$ cat src/design/pfa_ram.sv
// ----------------------------------------------------------------------------
// pfa_ram
// generic single-write, single-read ram with registered read data
// ----------------------------------------------------------------------------
`timescale 1ns / 1ps

module pfa_ram #(
  parameter int unsigned WIDTH = 8,
  parameter int unsigned DEPTH = 2
) (
  input  logic                     clk_i,
  input  logic                     we_i,
  input  logic [$clog2(DEPTH)-1:0] waddr_i,
  input  logic [WIDTH-1:0]         wdata_i,
  input  logic                     re_i,
  input  logic [$clog2(DEPTH)-1:0] raddr_i,
  output logic [WIDTH-1:0]         rdata_o
);

  logic [WIDTH-1:0] mem_q [DEPTH];
  logic [WIDTH-1:0] rdata_q;

  always_ff @(posedge clk_i) begin
    if (we_i) begin
      mem_q[waddr_i] <= wdata_i;
    end
    if (re_i) begin
      rdata_q <= mem_q[raddr_i];
    end
  end

  assign rdata_o = rdata_q;

endmodule

$ cat config.mk
export PLATFORM = sky130hd
export DESIGN_NAME = pfa_ram
export DESIGN_NICKNAME = d
export VERILOG_FILES = /design/src/design/pfa_ram.sv
export SDC_FILE = /design/constraint.sdc
export NUM_CORES = 1
export LEC_CHECK = 0
export BUFFER_PORTS_ARGS = -buffer_cell sky130_fd_sc_hd__buf_2
export CAP_MARGIN = 15
export CELL_PAD_IN_SITES_DETAIL_PLACEMENT = 0
export CELL_PAD_IN_SITES_GLOBAL_PLACEMENT = 1
export CORE_ASPECT_RATIO = 1.4
export CORE_MARGIN = 2
export CORE_UTILIZATION = 28
export CTS_CLUSTER_DIAMETER = 40
export CTS_CLUSTER_SIZE = 24
export DETAILED_ROUTE_END_ITERATION = 8
export PLACE_DENSITY = 0.59
export RECOVER_POWER = 50
export SLEW_MARGIN = 40
export SYNTH_ARGS = -nofsm -noshare
export SYNTH_HDL_FRONTEND = slang
export SYNTH_SLANG_ARGS = --single-unit
$ cat constraint.sdc
create_clock -name clk_i -period 0.9 [get_ports clk_i]
set_input_delay 0.045 -clock clk_i [delete_from_list [all_inputs] [get_ports clk_i]]
set_output_delay 0.045 -clock clk_i [all_outputs]
set_load 0.02 [all_outputs]
-- After elaboration in Yosys (flattened, before gate mapping)
Memories as Yosys holds them, arrays and structs flattened. A register that Yosys moved wholly into a read port is not among the register bits.
Index checks and enable logic that the tools add are counted.
- flip-flop bits (word level): 0
- bits of input ports: 13
- RAM bits: 16
- output and inout bits: 8
- memories kept: 1
- multiplexer cells: 2
- memory list (name ; words ; width ; rd ports ; clocked after Yosys merged registers in ; write ports ; line ; text):
    mem_q ; 2 ; 8 ; 1 ; 1 ; 1 ; 20 ; logic [WIDTH-1:0] mem_q [DEPTH];
- operators by type and width (operator ; count):
    two-way mux 1 bit ; 2

-- Depth between registers and ports, before layout
- depth in word-level cells: 2
- gate-level depth with buffers: 2
- mapped depth without buffers: 1

-- Least setup slack after synthesis
Ideal clock, no wire load.
- path type: register to register
- from: mem mem_q[0][0]
- to: reg rdata_q[0] (netlist: rdata_o[0]) (read register of mem_q), data pin
- library setup time: 0.260 ns
- buffers on the path: 0
- clock period less this slack: 0.850 ns
- data required time: 0.640 ns
- setup slack: 0.050 ns
- arrival: 0.590 ns
- stages on the path, launching flop included: 2
- cells stage by stage: edfxtp_1 > mux2_4
- RTL lines (element ; line ; text):
    start, declared ; 20 ;
    end, declared ; 21 ; logic [WIDTH-1:0] rdata_q;
No word-level cell between the ends.

-- Worst setup path in the final report
- from: mem mem_q[0][7]
- to: reg rdata_q[7] (netlist: rdata_o[7]) (read register of mem_q), data pin
No word-level cell between the ends.

==> impl_metrics.csv <==
group,metric,value,unit
setup_path,crit_fanout,1,
setup_path,arrival,0.90,ns
floorplan,start_util,0.297,
drt,wl_per_cell,9.37,um
setup_path,required,0.91,ns
clock_network,cts_buffer_depth,2,
setup_path,crit_cells,1,
sta,setup_viol,0,
power,fin_total_pwr,2.43,mW
finish,design_area,1160,um^2
power,p_leak,0.446,nW
outcome,status,"finished, final reports clean",
logic_synthesis,synth_area_leader_cell,"edfxtp_1",
finish,layout-drive-gt1-share,0.456,
logic_synthesis,postSynthRegisterBits,24,
logic_synthesis,yosysSeqAreaShare,0.834,
floorplan,dieArea,3550,um^2
setup_path,cp-endpoint,"rdata_o[7]$_DFFE_PP_",
drt,wirelength,984,um
sta,fin_crit,0.885,ns
setup_path,worstReg2RegStart,"mem_q[0][7]$_DFFE_PP_",
floorplan,die_w,51.0,um
power,p_per_area,2100,nW/um^2
sta,hold_violations,0,
setup_path,crit_chain,"mux2_4",
setup_path,r2r_slack,0.02,ns
sta,finalMaxSlewViolations,0,
logic_synthesis,synth_nets,48,
sta,fmax,1.13,GHz
drt,firstDrtPassIters,2,
setup_path,cp_slowest_stage_delay,0.38,ns
place,place_area,1030,um^2
clock_network,ctsHtreeMaxLevel,1,
drt,via_per_inst,3.84,
logic_synthesis,yosys.cell_types.count,5,
setup_path,critPathKind,"reg2reg",
finish,fin_nets,82,
sta,finClkSkew,0.00355,ns
clock_network,cts_tree,"built",
sta,rsz0062_at_grt,"yes",
drt,post-route-drc-count,0,
setup_path,slowest_stage,"edfxtp_1",
global_route,overflow,0,
global_route,grt_max_degree,15,
logic_synthesis,ys_warn_count,0,
clock_network,cts_buffers,3,
setup_path,critPathTopFamily,"flip-flops",
setup_path,crit_start,"mem_q[0][7]$_DFFE_PP_",
setup_path,cp-start-kind,"register",
sta,min_period_over_period,0.983,
setup_path,cp-end-kind,"register",
setup_path,reg2regPathDepth,1,
place,placed_cells_incl_taps,93,
drt,drtIter0Drc,5,
clock_network,clk_latency,0.25,ns
floorplan,io_pins,21,
floorplan,die_h,69.8,um
finish,fillers,264,
logic_synthesis,syn_inst,35,
finish,syn_to_final_growth,33.9,%
clock_network,path_clk_slew,0.08,ns
logic_synthesis,syn_area_per_cell,24.7,um^2
global_route,antenna_found_initial,0,
sta,tightest_slew,0.445,ns
setup_path,cp_num_buf_inv,0,
global_route,grtUsageTotal,0.0617,
power,ir_worst_vdd,0.935,mV
global_route,grt_first_pass_wirelength,1610,um
clock_network,clock-sinks,24,
sta,timing.slew.headroom,0.703,
place,gp_congestion,0.639,
logic_synthesis,syn_area,865,um^2
floorplan,core_region_area,2910,um^2
drt,num_vias,403,
global_route,grt_pass1_vias,394,
logic_synthesis,yosys.area.top_type_share,0.834,
finish,antenna_cells,0,
floorplan,rows,23,
clock_network,cts-root-buf,"clkbuf_8",
drt,drtAntennaViolNets,0,
finish,fin_cells,105,
setup_path,rr_endpoint,"rdata_o[7]$_DFFE_PP_",
job,cap_violations,0,
place,portBuffers,20,
hold_path,hold_class,"in2reg",
logic_synthesis,netlist_top_cells_area,"edfxtp_1 83%, mux2_4 14%, buf_6 1.3%",
-- power by group --
part / switching (mW) / internal (mW)
combinational: 0.0904 / 0.108
sequential: 0.0179 / 1.32
clock: 0.298 / 0.593
-- registers in the layout, indices dropped and copies added, names as in the netlist --
register,flops
mem_q,16
rdata_o,8
-- area by class of cell --
class	instances	area, um^2	area share
clock inverters	1	30.0	0.0259
well taps	37	46.3	0.0400
repair buffers	30	186	0.161
flip-flops and latches	24	721	0.623
multi-input cells	10	133	0.115
clock buffers	3	41.3	0.0357
-- worst min-delay path by stage --
| stage | start | end | slack [ns] | depth (start not counted) |
|---|---|---|---|---|
| after floorplan | wdata_i[0] | mem_q[0][0]$_DFFE_PP_ | 0.14 | 0 |
| after global placement | wdata_i[3] | mem_q[1][3]$_DFFE_PP_ | 0.23 | 1 |
| after detailed placement | wdata_i[2] | mem_q[1][2]$_DFFE_PP_ | 0.24 | 1 |
| after CTS | re_i | rdata_o[1]$_DFFE_PP_ | 0.12 | 1 |
| after global routing | re_i | rdata_o[1]$_DFFE_PP_ | 0.24 | 1 |
| final | re_i | rdata_o[6]$_DFFE_PP_ | 0.20 | 1 |
-- repair_timing --
| item | in CTS | in global routing |
|---|---|---|
| hold buffers | 8 | 0 |
| endpoints found under the setup margin | 0 | 2 |
| endpoints found under the hold margin | 16 | 0 |
| resized for setup | 0 | 0 |
| setup buffers | 0 | 0 |
-- Yosys cell counts --
cell type / n
and2_1: 1
buf_6: 1
edfxtp_1: 24
mux2_4: 8
nor2b_1: 1
-- routing by layer --
layer,up-vias,share of wire,global-route usage
met4,0,0.014,0.0450
met5,-,0,0
met1,183,0.37,0.0625
met2,16,0.54,0.102
li1,202,-,-
met3,2,0.070,0.0194
-- cell usage in the layout (no fill, tap or decap), drive strengths merged --
cell	n
edfxtp	24
bufinv	1
clkbuf	6
dlygate4sd3	8
and2	1
mux2	8
nor2b	1
buf	19
-- cell families after synthesis --
group | count (synthesis) | share of synthesized area
DFF | 24 | 0.834
muxes | 8 | 0.139
and+or+nand+nor | 2 | 0.0145
buffers and inverters | 1 | 0.0130
-- stage by stage --
stage	hold slack, ns	worst slack, ns	util	TNS [ns]
floorplan	0.144	0.0496	-	0
global placement	0.233	0.0287	0.353	0
detailed placement	0.238	0.0234	0.353	0
CTS	0.120	0.0146	0.406	0
global route	0.239	-0.00411	0.398	-0.00728
finish	0.197	0.0150	0.398	0
Power figures use the tool's default switching activity.
