## src/design/pfa_pkg.sv

```systemverilog
// ----------------------------------------------------------------------------
// pfa_pkg
// types, constants and scaling tables of the pixel format converter
// ----------------------------------------------------------------------------
`timescale 1ns / 1ps

package pfa_pkg;

  // palette geometry
  localparam int unsigned PAL_ENTRIES = 256;
  localparam int unsigned PAL_AW      = $clog2(PAL_ENTRIES);
  localparam int unsigned PAL_W       = 24;

  // configuration register indexes
  localparam int unsigned CFG_IDX_W = 2;
  localparam logic [CFG_IDX_W-1:0] CFG_SOURCE_FORMAT    = 2'd0;
  localparam logic [CFG_IDX_W-1:0] CFG_BLUE_RED_SWAPPED = 2'd1;
  localparam logic [CFG_IDX_W-1:0] CFG_BYTE_SWAP_WORDS  = 2'd2;
  localparam logic [CFG_IDX_W-1:0] CFG_MASK_ENABLE      = 2'd3;
  localparam int unsigned CFG_DATA_W = 3;

  // command codes
  localparam logic CMD_CONVERT   = 1'b0;
  localparam logic CMD_PAL_WRITE = 1'b1;

  typedef enum logic [2:0] {
    FMT_PALETTE   = 3'd0,
    FMT_RGB555    = 3'd1,
    FMT_RGB565    = 3'd2,
    FMT_PACKED24  = 3'd3,
    FMT_RGB24IN32 = 3'd4,
    FMT_RGB101010 = 3'd5,
    FMT_ARGB32    = 3'd6
  } pfa_fmt_e;

  typedef struct packed {
    pfa_fmt_e fmt;
    logic     bgr;
    logic     byte_swap;
    logic     mask_en;
  } pfa_cfg_t;

  localparam logic [7:0] ALPHA_OPAQUE = 8'hff;

  // floor(255 * v / 31)
  localparam logic [7:0] SCALE5 [32] = '{
    8'd0,   8'd8,   8'd16,  8'd24,  8'd32,  8'd41,  8'd49,  8'd57,
    8'd65,  8'd74,  8'd82,  8'd90,  8'd98,  8'd106, 8'd115, 8'd123,
    8'd131, 8'd139, 8'd148, 8'd156, 8'd164, 8'd172, 8'd180, 8'd189,
    8'd197, 8'd205, 8'd213, 8'd222, 8'd230, 8'd238, 8'd246, 8'd255
  };

  // floor(255 * v / 63)
  localparam logic [7:0] SCALE6 [64] = '{
    8'd0,   8'd4,   8'd8,   8'd12,  8'd16,  8'd20,  8'd24,  8'd28,
    8'd32,  8'd36,  8'd40,  8'd44,  8'd48,  8'd52,  8'd56,  8'd60,
    8'd64,  8'd68,  8'd72,  8'd76,  8'd80,  8'd85,  8'd89,  8'd93,
    8'd97,  8'd101, 8'd105, 8'd109, 8'd113, 8'd117, 8'd121, 8'd125,
    8'd129, 8'd133, 8'd137, 8'd141, 8'd145, 8'd149, 8'd153, 8'd157,
    8'd161, 8'd165, 8'd170, 8'd174, 8'd178, 8'd182, 8'd186, 8'd190,
    8'd194, 8'd198, 8'd202, 8'd206, 8'd210, 8'd214, 8'd218, 8'd222,
    8'd226, 8'd230, 8'd234, 8'd238, 8'd242, 8'd246, 8'd250, 8'd255
  };

  function automatic logic [31:0] swap32(input logic [31:0] v);
    swap32 = {v[7:0], v[15:8], v[23:16], v[31:24]};
  endfunction

  function automatic logic [15:0] swap16(input logic [15:0] v);
    swap16 = {v[7:0], v[15:8]};
  endfunction

endpackage

```

## src/design/pfa_convert.sv

```systemverilog
// ----------------------------------------------------------------------------
// pfa_convert
// combinational conversion of one registered source word to argb
// ----------------------------------------------------------------------------
`timescale 1ns / 1ps

module pfa_convert import pfa_pkg::*; (
  input  pfa_cfg_t          cfg_i,
  input  logic [31:0]       raw_i,
  input  logic              mask_bit_i,
  input  logic              pal_hit_i,
  input  logic [PAL_W-1:0]  pal_rgb_i,
  output logic [31:0]       argb_o
);

  logic [15:0] p16;
  logic [31:0] p32;
  logic [7:0]  alpha;
  logic [23:0] rgb;

  always_comb begin
    p16   = cfg_i.byte_swap ? swap16(raw_i[15:0]) : raw_i[15:0];
    p32   = cfg_i.byte_swap ? swap32(raw_i) : raw_i;
    alpha = (cfg_i.mask_en && !mask_bit_i) ? 8'h00 : ALPHA_OPAQUE;
    rgb   = '0;
    argb_o = '0;
    case (cfg_i.fmt)
      FMT_PALETTE: begin
        rgb    = pal_hit_i ? pal_rgb_i : '0;
        argb_o = {alpha, rgb};
      end
      FMT_RGB555: begin
        rgb    = {SCALE5[p16[14:10]], SCALE5[p16[9:5]], SCALE5[p16[4:0]]};
        argb_o = {alpha, rgb};
      end
      FMT_RGB565: begin
        rgb    = {SCALE5[p16[15:11]], SCALE6[p16[10:5]], SCALE5[p16[4:0]]};
        argb_o = {alpha, rgb};
      end
      FMT_PACKED24, FMT_RGB24IN32: begin
        rgb    = cfg_i.bgr ? {p32[7:0], p32[15:8], p32[23:16]} : p32[23:0];
        argb_o = {alpha, rgb};
      end
      FMT_RGB101010: begin
        // keep the top 8 bits of each 10-bit channel
        rgb    = cfg_i.bgr ? {p32[9:2], p32[19:12], p32[29:22]}
                           : {p32[29:22], p32[19:12], p32[9:2]};
        argb_o = {alpha, rgb};
      end
      FMT_ARGB32: begin
        argb_o = cfg_i.bgr ? swap32(p32) : p32;
        if (cfg_i.mask_en && !mask_bit_i) begin
          argb_o[31:24] = 8'h00;
        end
      end
      default: begin
        argb_o = '0;
      end
    endcase
  end

endmodule

```

## config.mk

```make
export PLATFORM = sky130hd
export DESIGN_NAME = pfa_convert
export DESIGN_NICKNAME = d
export VERILOG_FILES = /design/src/design/pfa_pkg.sv /design/src/design/pfa_convert.sv
export SDC_FILE = /design/constraint.sdc
export NUM_CORES = 1
export LEC_CHECK = 0
export ABC_AREA = 1
export BUFFER_PORTS_ARGS = -buffer_cell sky130_fd_sc_hd__buf_2
export CAP_MARGIN = 20
export CORE_UTILIZATION = 55
export DETAILED_ROUTE_END_ITERATION = 8
export PLACE_DENSITY = 0.89
export SLEW_MARGIN = 20
export SYNTH_ARGS = -nofsm -noshare
export SYNTH_HDL_FRONTEND = slang
export SYNTH_SLANG_ARGS = --single-unit
```

## constraint.sdc

```tcl
create_clock -name vclk -period 2.12
set_input_delay 0.212 -clock vclk [all_inputs]
set_output_delay 0.212 -clock vclk [all_outputs]
set_load 0.1 [all_outputs]
```

After elaboration in Yosys (flattened, before gate mapping):

Memories as Yosys holds them, arrays and structs flattened.
Index checks and enable logic that the tools add are counted.

* flip-flop bits (word level): 0
* bits in read-only memories: 1536
* output and inout bits: 32
* memories kept: 5

* $lt $le $gt $ge: 5
* equality and inequality tests: 6
* muxes and demuxes: 19
* bitwise gates (word level): 5
* reductions and logical operators: 4

Memory list
* (name not given): words 64, width 8, read ports 1, clocked after Yosys merged registers in 0, wr ports 0, RTL line pfa_convert.sv:37 `rgb = {SCALE5[p16[15:11]], SCALE6[p16[10:5]], SCALE5[p16[4:0]]};`
* (name not given): words 32, width 8, read ports 1, clocked after Yosys merged registers in 0, wr ports 0, RTL line pfa_convert.sv:37
* (name not given): words 32, width 8, read ports 1, clocked after Yosys merged registers in 0, wr ports 0, RTL line pfa_convert.sv:37
* (name not given): words 32, width 8, read ports 1, clocked after Yosys merged registers in 0, wr ports 0, RTL line pfa_convert.sv:33 `rgb = {SCALE5[p16[14:10]], SCALE5[p16[9:5]], SCALE5[p16[4:0]]};`
* (name not given): words 32, width 8, read ports 1, clocked after Yosys merged registers in 0, wr ports 0, RTL line pfa_convert.sv:33

Operators with widths (number)
* 32-bit case mux with 6 select lines: 1
* 8-bit two-way mux: 12
* 24-bit two-way mux: 3
* 32-bit two-way mux: 2
* 6-bit >= comparator, second input constant: 4
* 5-bit inverter with 6-bit output: 4
* 16-bit two-way mux: 1
* 3-bit == test, second input constant: 3
* 7-bit >= comparator, second input constant: 1
* 6-bit inverter with 7-bit output: 1
* 3-bit by 2-bit == test with 1-bit output, second input constant: 2
* 3-bit by 1-bit == test with 1-bit output, second input constant: 1
* 3-bit logical NOT: 1
* 2-bit OR reduction: 1
* 1-bit logical AND: 1
* 1-bit logical NOT: 1

Longest topological paths before layout:

* depth after elaboration: 6
* mapped depth: 13

Least setup slack after synthesis:

Ideal clock, no wire load.

* kind: in2out
* from: in cfg_i[1] (netlist bit)
* to: out argb_o[13]
* data arrival time: 2247 ps
* data required time: 1908 ps
* slack: -339 ps
* stages on the path: 5
* path buffers: 2
* cell sequence: buf_6 -> buf_4 -> o21ai_0 -> inv_1 -> o2111ai_1

* word-level cells in the longest chain between the ends: 6
* elaborated cells on any way between the ends: 14

Ends and longest elaborated chain
* start: declaration: RTL line pfa_convert.sv:8 `input pfa_cfg_t cfg_i,`
* 16-bit two-way mux: RTL line pfa_convert.sv:22 `p16 = cfg_i.byte_swap ? swap16(raw_i[15:0]) : raw_i[15:0];`
* 6-bit inverter with 7-bit output (not written as such) or 5-bit inverter with 6-bit output (tied branches): RTL line pfa_convert.sv:37, pfa_convert.sv:33
* memory read 64 x 8 bit or memory read 32 x 8 bit (tied branches)
* 8-bit two-way mux, on equally long branches (2 in a row): RTL line pfa_convert.sv:37, pfa_convert.sv:33
* 32-bit case mux with 6 select lines *: RTL line pfa_convert.sv:27 `case (cfg_i.fmt)`
* end: declaration: RTL line pfa_convert.sv:13 `output logic [31:0] argb_o`

Mark *: on every way between the ends. The rest lies on a longest branch, timed or not. The select of a mux whose other input is x is not followed.

Final worst setup path:

* from: in cfg_i[1] (netlist bit)
* to: out argb_o[18]

* word-level cells in the longest chain between the ends: 6
* elaborated cells on any way between the ends: 14

Ends and longest elaborated chain (RTL line)
* 16-bit two-way mux: pfa_convert.sv:22
* 5-bit inverter with 6-bit output, on equally long branches: pfa_convert.sv:37, pfa_convert.sv:33
* memory read 32 x 8 bit, on equally long branches
* 8-bit two-way mux, on equally long branches (2 in a row): pfa_convert.sv:37, pfa_convert.sv:33
* 32-bit case mux with 6 select lines *: pfa_convert.sv:27

Marks and branches as above.

==> out/results.ini <==
[run_status]
status=finished, violations left
violations=design-rule violations

[power_and_ir_drop]
p_sw_share_pct=69.11
power.density_nw_per_um2=476.6
leakagePower_nw=1.964
sequentialPowerShare_pct=0
clkPwrFrac_pct=0
p_sw_w=0.001134
p_int_w=0.0005068
peakVddDrop_mv=0.2766
combPwrFrac_pct=100.0
p_total_w=0.001641

[placed_design]
routabilityCongestion=1.196
place_hpwl_um=8302
io_buffers=96
dp.cells=692

[die]
coreArea_um2=4144
die_w_um=68.84
start_util_pct=59.30
ioPinCount=96
fp.dieH_um=68.84
num_rows=23
die-area_um2=4739

[critical_path]
crit_family=buffers and inverters
cp-start-kind=primary input
slowest_delay_ps=410
cp_max_fo=20
crit_chain=clkbuf_4, inv_4, nand2_1, nand2_2, inv_1, nand3_1, nand2_1, nand2_1, nor3_1, nand2_1, buf_2
crit_slowest_cell=buf_2
end_kind=output pin
worst-path-buf-inv=4
worstPathArrival_ps=1830
timing.critical_path.required_ps=1910
crit_type=in -> out
cpMostUsedCell=nand2_1

[detailed_routing]
wl_per_cell_um=15.45
post-route-drc-count=26
drtIter0Drc=1014
dr.pass1.iters=9
vias=4410
finalWirelength_um=10690
routed_via_density=6.373
drtAntennaViolNets=0

[sta]
hold_violations=0
slew_headroom_pct=45.88
rsz0062_at_grt=no
finalSetupViolCount=0
worst_hold_slack_ps=833.6
slew_viol_final=0
min_period_over_period_pct=96.11
timing.fmax_mhz=490.8
worst_slew_pin_slew_ps=806.3
tns_ps=0
finalCriticalPeriod_ps=2037

[global_route]
antenna_found_initial=0
grt_pass1_vias=3825
grt_first_pass_wirelength_um=16660
overflow=0
grt_max_degree=34
grtUsageTotal_pct=45.84

[logic_synthesis]
syn_avg_cell_area_um2=4.412
ys_types=29
ys_seq_area_share_pct=0
yosysWarnings=0
synth_area_um2=2457
synthCells=557
synth_fp_nets=621

[final_layout]
layout.cells.non_filler=692
nClkBuffers=0
nFlopsAndLatches=0
nets=708
regArea_um2=0
diodes=0
area_growth_pct=40.07
layout-drive-gt1-share_pct=22.27

[min_path]
min_path_type=in -> out

[job]
maxCapViolCount=0

[clock_tree]
hold_buffers=0

## layout by cell type (no fill, tap or decap), types with 2 or more instances in the layout
cell	count
nand3_2	2
nand2_1	304
o21ai_0	25
a22oi_1	4
a21boi_0	2
nand2_2	14
inv_1	33
nand4_1	16
o21ai_1	17
buf_2	64
inv_2	8
buf_4	7
inv_4	2
nor2_1	39
nor2_2	3
buf_12	33
a21oi_1	26
nor2_4	4
nand3_1	25
o21ai_2	2
nor3_1	5
## area by class of cell
type	count	area [µm²]
fill	250	701.9
inverter	44	170.2
multi-input combinational	493	2168
tap	50	62.56
timing repair buffer	105	1041
## power by group through the flow
stage	clock network [W]	registers, W	logic, W
final	0	0	0.00164
after global routing	0	0	0.00171
after CTS	0	0	0.00160
after detailed placement	0	0	0.00159
after global placement	0	0	0.00156
after floorplan	0	0	0.00104
## cells in the mapped netlist, types with 8 or more instances
| cell type | number | area [µm²] |
|---|---|---|
| a21oi_1 | 26 | 130.1 |
| nand3_1 | 25 | 125.1 |
| inv_2 | 8 | 30.03 |
| nand2_2 | 13 | 81.33 |
| nor2_1 | 39 | 146.4 |
| nand4_1 | 16 | 100.1 |
| o21ai_0 | 25 | 125.1 |
| inv_1 | 33 | 123.9 |
| o21ai_1 | 17 | 85.08 |
| nand2_1 | 305 | 1145 |
## kinds of logic after synthesis
kind of cell | after synthesis | share of synthesized area (%)
AND/OR/NAND/NOR | 416 | 70.72
AO/OA/AOI/OAI | 77 | 16.75
buffers and inverters | 64 | 12.53
## timing repair
| item | 4_1_cts | 5_1_grt |
|---|---|---|
| setup buffers | 0 | 0 |
| endpoints found under the setup margin | 0 | 9 |
| gates resized for setup | 0 | 4 |
## path summary, 6_finish.rpt
path / end / depth (start not counted) / startpoint
max: argb_o[18] / 11 / cfg_i[1]
min: argb_o[13] / 4 / pal_rgb_i[13]
## stage by stage
step	setup slack [ps]	utilization [%]	area, µm²
floorplan	21.18	-	2464
global placement	163.4	82.70	3427
finish	82.52	83.06	3442
global route	6.376	83.06	3442
detailed placement	95.32	82.70	3427
CTS	84.43	82.70	3427
## routing by layer
metal  track usage, %  vias to the layer above  wire length, µm
li1                 -                     1943                -
met1            57.95                     1800             3660
met5                0                        -                0
met3            7.895                      149             1740
met2            71.36                      518             4422
met4            28.57                        0              870
Power figures use the tool's default switching activity.
